File: src/rtl/core/ilid_pkg.sv
// ----------------------------------------------------------------------------
// ilid_pkg
// shared types and constants of the indexed list engine
// ----------------------------------------------------------------------------
`default_nettype none

package ilid_pkg;

	localparam int DATA_W       = 32;
	localparam int POS_W        = 8;
	localparam int FUNC_W       = 3;
	localparam int STATUS_W     = 2;
	localparam int COUNT_W      = 7;
	localparam int CAPACITY_DEF = 64;

	typedef enum logic [FUNC_W-1:0] {
		FUNC_READ     = 3'd0,
		FUNC_INS_HEAD = 3'd1,
		FUNC_APPEND   = 3'd2,
		FUNC_INS_POS  = 3'd3,
		FUNC_DELETE   = 3'd4
	} func_t;

	typedef enum logic [STATUS_W-1:0] {
		ST_DONE  = 2'd0,
		ST_RANGE = 2'd1,
		ST_FULL  = 2'd2
	} status_t;

	typedef struct packed {
		logic ins;
		logic del;
		logic rd;
	} cell_cmd_t;

endpackage

`default_nettype wire

File: src/rtl/core/ilid_cell.sv
// ----------------------------------------------------------------------------
// ilid_cell
// one list slot: shifts up on insert, down on delete, gates its value on read
// ----------------------------------------------------------------------------
`default_nettype none

module ilid_cell #(
	parameter int INDEX = 0,
	parameter int AW    = 6
) (
	input  wire logic                       clk,
	input  wire ilid_pkg::cell_cmd_t        cmd,
	input  wire logic [AW-1:0]              at,
	input  wire logic [ilid_pkg::DATA_W-1:0] value,
	input  wire logic [ilid_pkg::DATA_W-1:0] prev,
	input  wire logic [ilid_pkg::DATA_W-1:0] next,
	output logic      [ilid_pkg::DATA_W-1:0] q,
	output logic      [ilid_pkg::DATA_W-1:0] rd_s1
);
	import ilid_pkg::*;

	localparam logic [AW-1:0] IDX = AW'(INDEX);

	always_ff @(posedge clk) begin
		if (cmd.ins) begin
			if (IDX > at) begin
				q <= prev;
			end else if (IDX == at) begin
				q <= value;
			end
		end else if (cmd.del && (IDX >= at)) begin
			q <= next;
		end
		rd_s1 <= (cmd.rd && (IDX == at)) ? q : '0;
	end

endmodule

`default_nettype wire

File: config.mk
export PLATFORM = sky130hd
export DESIGN_NAME = ilid_cell
export DESIGN_NICKNAME = d
export VERILOG_FILES = /design/src/rtl/core/ilid_pkg.sv /design/src/rtl/core/ilid_cell.sv
export SDC_FILE = /design/constraint.sdc
export NUM_CORES = 1
export LEC_CHECK = 0
export ABC_CLOCK_PERIOD_IN_PS = 4200
export BUFFER_PORTS_ARGS = -buffer_cell sky130_fd_sc_hd__buf_2
export CORE_UTILIZATION = 33
export DETAILED_ROUTE_END_ITERATION = 10
export PLACE_DENSITY = 0.65
export SYNTH_ARGS = -nofsm -noshare
export SYNTH_HDL_FRONTEND = slang
export SYNTH_SLANG_ARGS = --single-unit
File: constraint.sdc
create_clock -name clk -period 4.2 [get_ports clk]
set_clock_uncertainty 0.1 [all_clocks]
set_input_delay 0.63 -clock clk [delete_from_list [all_inputs] [get_ports clk]]
set_output_delay 0.63 -clock clk [all_outputs]
set_load 0.05 [all_outputs]
==> Word-level counts from Yosys, hierarchy flattened <==
Cells that the tools add are included.
{ "classes": {"magnitude_cmp": 2, "n_eq_ne": 1, "mux": 4, "n_reduce_logical": 5} }
{ "op_table": {"columns": ["operator", "n"], "rows": [
  ["$mux 32", 4],
  ["$ge 1x6->1 const A", 1],
  ["$gt 1x6->1 const A", 1],
  ["$logic_not 6->1", 1],
  ["$ne 3x1->1 const B", 1],
  ["$logic_and 1x1->1", 2],
  ["$reduce_and 2->1", 1],
  ["$reduce_bool 2->1", 1]
]} }
{ "word_totals": {"register_bits": 64, "in_bits": 106, "output_inout_bits": 64} }

==> Longest topological paths before layout <==
{ "logic_depth": {"depth_word": 4, "mapped_depth": 4, "ltp_nobuf": 2} }

==> Worst setup path after synthesis <==
No wires, ideal clock.
{ "synth_timing": {"path_type": "input to register", "startpoint": "in at[3]", "endpoint": "reg q[0] in the netlist's numbering, enable pin", "setup_time_ns": 0.441, "t_arrival_ns": 3.275, "required_ns": 3.659, "slack_ns": 0.384, "stages": 4, "n_path_buf": 2, "cell_sequence": "or4_4 > buf_6 > buf_8 > nor4_2"} }
{ "synth_between": {"elab_chain_len": 4, "elab_cells_between_ends": 7, "classes_between": "order compare: 2; eq/ne: 1; reduce/logical: 4"} }
{ "synth_rtl": {"columns": ["item", "line", "source"], "rows": [
  ["start, declared", "ilid_cell.sv:13", "input wire logic [AW-1:0] at,"],
  ["$ge 1x6->1", "ilid_cell.sv:31", "end else if (cmd.del && (IDX >= at)) begin"],
  ["$logic_and 1x1->1", "ilid_cell.sv:31", null],
  ["$reduce_bool 2->1 (no line)", null, null],
  ["$reduce_and 2->1 (no line) *", null, null],
  ["end signal, assigned", "ilid_cell.sv:27", "q <= prev;"],
  ["end signal, assigned", "ilid_cell.sv:29", "q <= value;"],
  ["end signal, assigned", "ilid_cell.sv:32", "q <= next;"],
  ["end, declared", "ilid_cell.sv:17", "output logic [ilid_pkg::DATA_W-1:0] q,"]
]} }
Every way passes the cells marked *; elsewhere a longest branch is shown, timed or not.
A chain may end at the register's enable or synchronous reset.

==> Worst setup path after layout <==
{ "layout_timing": {"startpoint": "in at[3]", "endpoint": "reg q[9] in the netlist's numbering, enable pin"} }
The elaborated chain is that of the path after synthesis.

==> impl_metrics.yaml <==
cts:
  cts-buffers-inserted: 9
  clock_root_buffer: "sky130_fd_sc_hd__clkbuf_8"
  worstSkewPairLatency_ns: 0.33
  numClockSinks: 64
  clk_transition_reported_paths_ns: 0.07
  cts_tree: "done"
  cts_setup_buffers: 0
  holdBufCountCts: 0
  postcts_resize_cnt: 0
  number_of_levels_the_h_tree_was_split_into: 3
  cts_buffer_depth: 2
yosys:
  ys_warn_count: 0
  synth_enable_flop_cells: 32
  synth-adder-area-share: 0
  ys_ff_latch: 64
  synth_top_area_share: 0.3662
  synth_top_family_by_area: "simple AND/OR/NAND/NOR gates"
  leading_post_synthesis_cells_by_cell_area: "sky130_fd_sc_hd__edfxtp_1 (37%), sky130_fd_sc_hd__dfxtp_1 (24%), sky130_fd_sc_hd__mux2_2 (14%), sky130_fd_sc_hd__nor4_2 (13%), sky130_fd_sc_hd__nand2_1 (4.6%)"
  yosysUniqueCellTypes: 14
  post_synth.cell_area_avg_um2: 14.42
  dominantRegCellSynth: "sky130_fd_sc_hd__edfxtp_1"
  syn_nets: 288
  synth_compound_area_frac: 0
  post_synth_simple_gate_area: 0.2084
  synthArstFlopShare: 0
  post_synthesis_xor_xnor_area_fraction: 0
  post_synth_mux_area_share: 0.1373
  share_of_synthesized_area_occupied_by_flip_flops_and_latches: 0.6104
  netlist_area_um2: 2624
  synthDominantAreaCellType: "sky130_fd_sc_hd__edfxtp_1"
  post_synth_inst_count: 182
  top_cell_types_by_occurrence_after_synthesis: "sky130_fd_sc_hd__dfxtp_1 (32), sky130_fd_sc_hd__edfxtp_1 (32), sky130_fd_sc_hd__mux2_2 (32), sky130_fd_sc_hd__nand2_1 (32), sky130_fd_sc_hd__nor4_2 (28)"
floorplan:
  floorplan.die.height_um: 91.17
  floorplan.core_area_um2: 7727
  rows: 32
  fp.dieW_um: 91.17
  floorplan.die_area_um2: 8311
  initial_core_utilization: 0.3395
  pin_count: 170
setup_path:
  crit_path_top_delay_cell: "sky130_fd_sc_hd__or4_4"
  crit_path_end: "q[9]$_DFFE_PP_"
  worst_r2r_path_depth: 2
  crit-reg2reg-launch: "q[2]$_DFFE_PP_"
  critPathCaptureType: "flip-flop"
  regToRegEndpoint: "rd_s1[2]$_SDFF_PN0_"
  critPathArrivalTime_ns: 2.33
  cells_traversed_along_the_worst_timing_path: "buf_2 -> or4_4 -> nor4_4 -> buf_4"
  worst_path_largest_cell_delay_ns: 0.80
  critPathMaxFanout: 33
  worstSetupPathType: "in -> reg"
  cp-start-kind: "input pin"
  cp-startpoint: "at[3]"
  critical_path_required_ns: 4.08
  setup.reg_to_reg.worst_slack_ns: 3.39
detailed_routing:
  drt-pass1-iter-count: 4
  post_drt_wl_per_cell_um: 13.94
  postRouteAntennaNets: 0
  drt_iter0_markers: 37
  wl_um: 5868
  drc: 0
  routed-via-count: 1913
  detail_route.vias_per_cell: 4.544
min_path:
  worst_hold_path_type: "reg -> reg"
  hold_path_depth: 2
placed_design:
  placed_cell_area_um2: 3353
  io_buffer_count: 137
  gpl.final_weighted_congestion: 0.7136
  dpl.cell_count: 405
  dp_hpwl_um: 3954
  dpl_worst_slack_ns: 1.374
power_and_ir_drop:
  clock_power_share: 0.357
  power.density_cell_area_nw_per_um2: 346.2
  vdd_drop_max_uv: 141.6
  combinational_group_share_of_total_power: 0.097
  power_leakage_nw: 1.453
  cellInternalPower_mw: 0.9225
  switchingPower_mw: 0.2920
  switching_share: 0.2404
  pwr-share-seq: 0.546
global_routing:
  antenna_violations_before_repair: 0
  vias_in_the_first_global_route: 1956
  grt_start_max_net_pins: 34
  grt_first_pass_wirelength_um: 9577
  grt_remaining_overflow: 0
  globalRouteTotalUtil: 0.1530
sta:
  postLayoutSetupSlackWorst_ns: 1.747
  report.final.hold_viol_count: 0
  max_slew_margin: 0.3552
  post-route-period-util: 0.5840
  worst-slew-pin-transition_ns: 0.9672
  max_clock_freq_mhz: 407.7
  finalMaxSlewViolations: 0
  rsz0062_at_grt: "false"
  finalSetupViolCount: 0
  post-route-min-period_ns: 2.453
  setup-tns-final_ns: 0
cells_and_area:
  layout_stage_area_growth_over_the_synthesis_result_pct: 33.71
  nNetsFinal: 420
  design_area_um2: 3508
  finish.utilization: 0.4540
  n_fill_cell: 760
  antenna_cells: 0
  final_layout_size_suffix_gt1_frac: 0.6771
  stdcell_count: 421
run:
  maxCapViolCount: 0
outcome:
  run_status: "finished, final reports clean"
==> metal layers <==
metal | track usage | vias to the layer above | routed length, um | share of wire
met5 | 0 | - | 0 | 0
met4 | 0.07540 | 0 | 110 | 0.019
met3 | 0.05276 | 10 | 423 | 0.072
met2 | 0.2576 | 78 | 2921 | 0.50
met1 | 0.1724 | 897 | 2413 | 0.41
li1 | - | 928 | - | -
==> cell type report <==
type | instances | area, um2 | area share
Clock buffer | 11 | 131.4 | 0.03745
Clock inverter | 5 | 23.77 | 0.006776
Multi-Input combinational cell | 99 | 915.9 | 0.2611
Sequential cell | 64 | 1602 | 0.4565
Tap cell | 102 | 127.6 | 0.03638
Timing Repair Buffer | 140 | 708.2 | 0.2019
==> cell usage in the layout (no fill, tap or decap) <==
cell	instances
sky130_fd_sc_hd__buf_2	137
sky130_fd_sc_hd__mux2_2	32
sky130_fd_sc_hd__nand2_1	32
sky130_fd_sc_hd__edfxtp_1	32
sky130_fd_sc_hd__dfxtp_1	32
sky130_fd_sc_hd__nor4_2	27
sky130_fd_sc_hd__clkbuf_8	9
sky130_fd_sc_hd__clkinv_2	4
sky130_fd_sc_hd__nor4_4	3
sky130_fd_sc_hd__nor4_1	3
sky130_fd_sc_hd__buf_4	3
sky130_fd_sc_hd__clkbuf_1	2
sky130_fd_sc_hd__or4_4	1
sky130_fd_sc_hd__nor2_1	1
sky130_fd_sc_hd__clkinv_1	1
==> critical path, delay by kind of cell <==
kind,cells,cell delay [ns]
AND/OR/NAND/NOR,2,1.13
buffers and inverters,2,0.54
==> registers in the layout, summed over array words and instances, names as in the netlist <==
register  flops
q            32
rd_s1        32
==> worst min path at each step <==
stage	startpoint	to	slack (ns)
finish	q[0]$_DFFE_PP_	rd_s1[0]$_SDFF_PN0_	0.44
global route	q[21]$_DFFE_PP_	rd_s1[21]$_SDFF_PN0_	0.46
CTS	q[22]$_DFFE_PP_	rd_s1[22]$_SDFF_PN0_	0.44
detailed placement	q[0]$_DFFE_PP_	rd_s1[0]$_SDFF_PN0_	0.43
global placement	q[1]$_DFFE_PP_	rd_s1[1]$_SDFF_PN0_	0.42
floorplan	cmd[0]	rd_s1[0]$_SDFF_PN0_	0.65
==> through the flow <==
stage / hold WS (ns) / total power, mW
after floorplan: 0.6494 / 0.7526
after global placement: 0.4226 / 0.7945
after detailed placement: 0.4343 / 0.7968
after CTS: 0.4442 / 1.237
after global routing: 0.4606 / 1.270
final: 0.4355 / 1.214
==> power groups by stage <==
stage               combinational, mW  clock [mW]  sequential (mW)
global placement                0.118           0            0.677
floorplan                      0.0623           0            0.690
detailed placement              0.120           0            0.677
global route                    0.129       0.478            0.663
finish                          0.118       0.433            0.663
CTS                             0.121       0.454            0.663
==> cells by family after synthesis <==
group | count (synthesis)
and+or+nand+nor | 67
DFF | 64
muxes | 32
buffers and inverters | 19
Power figures use the tool's default switching activity.
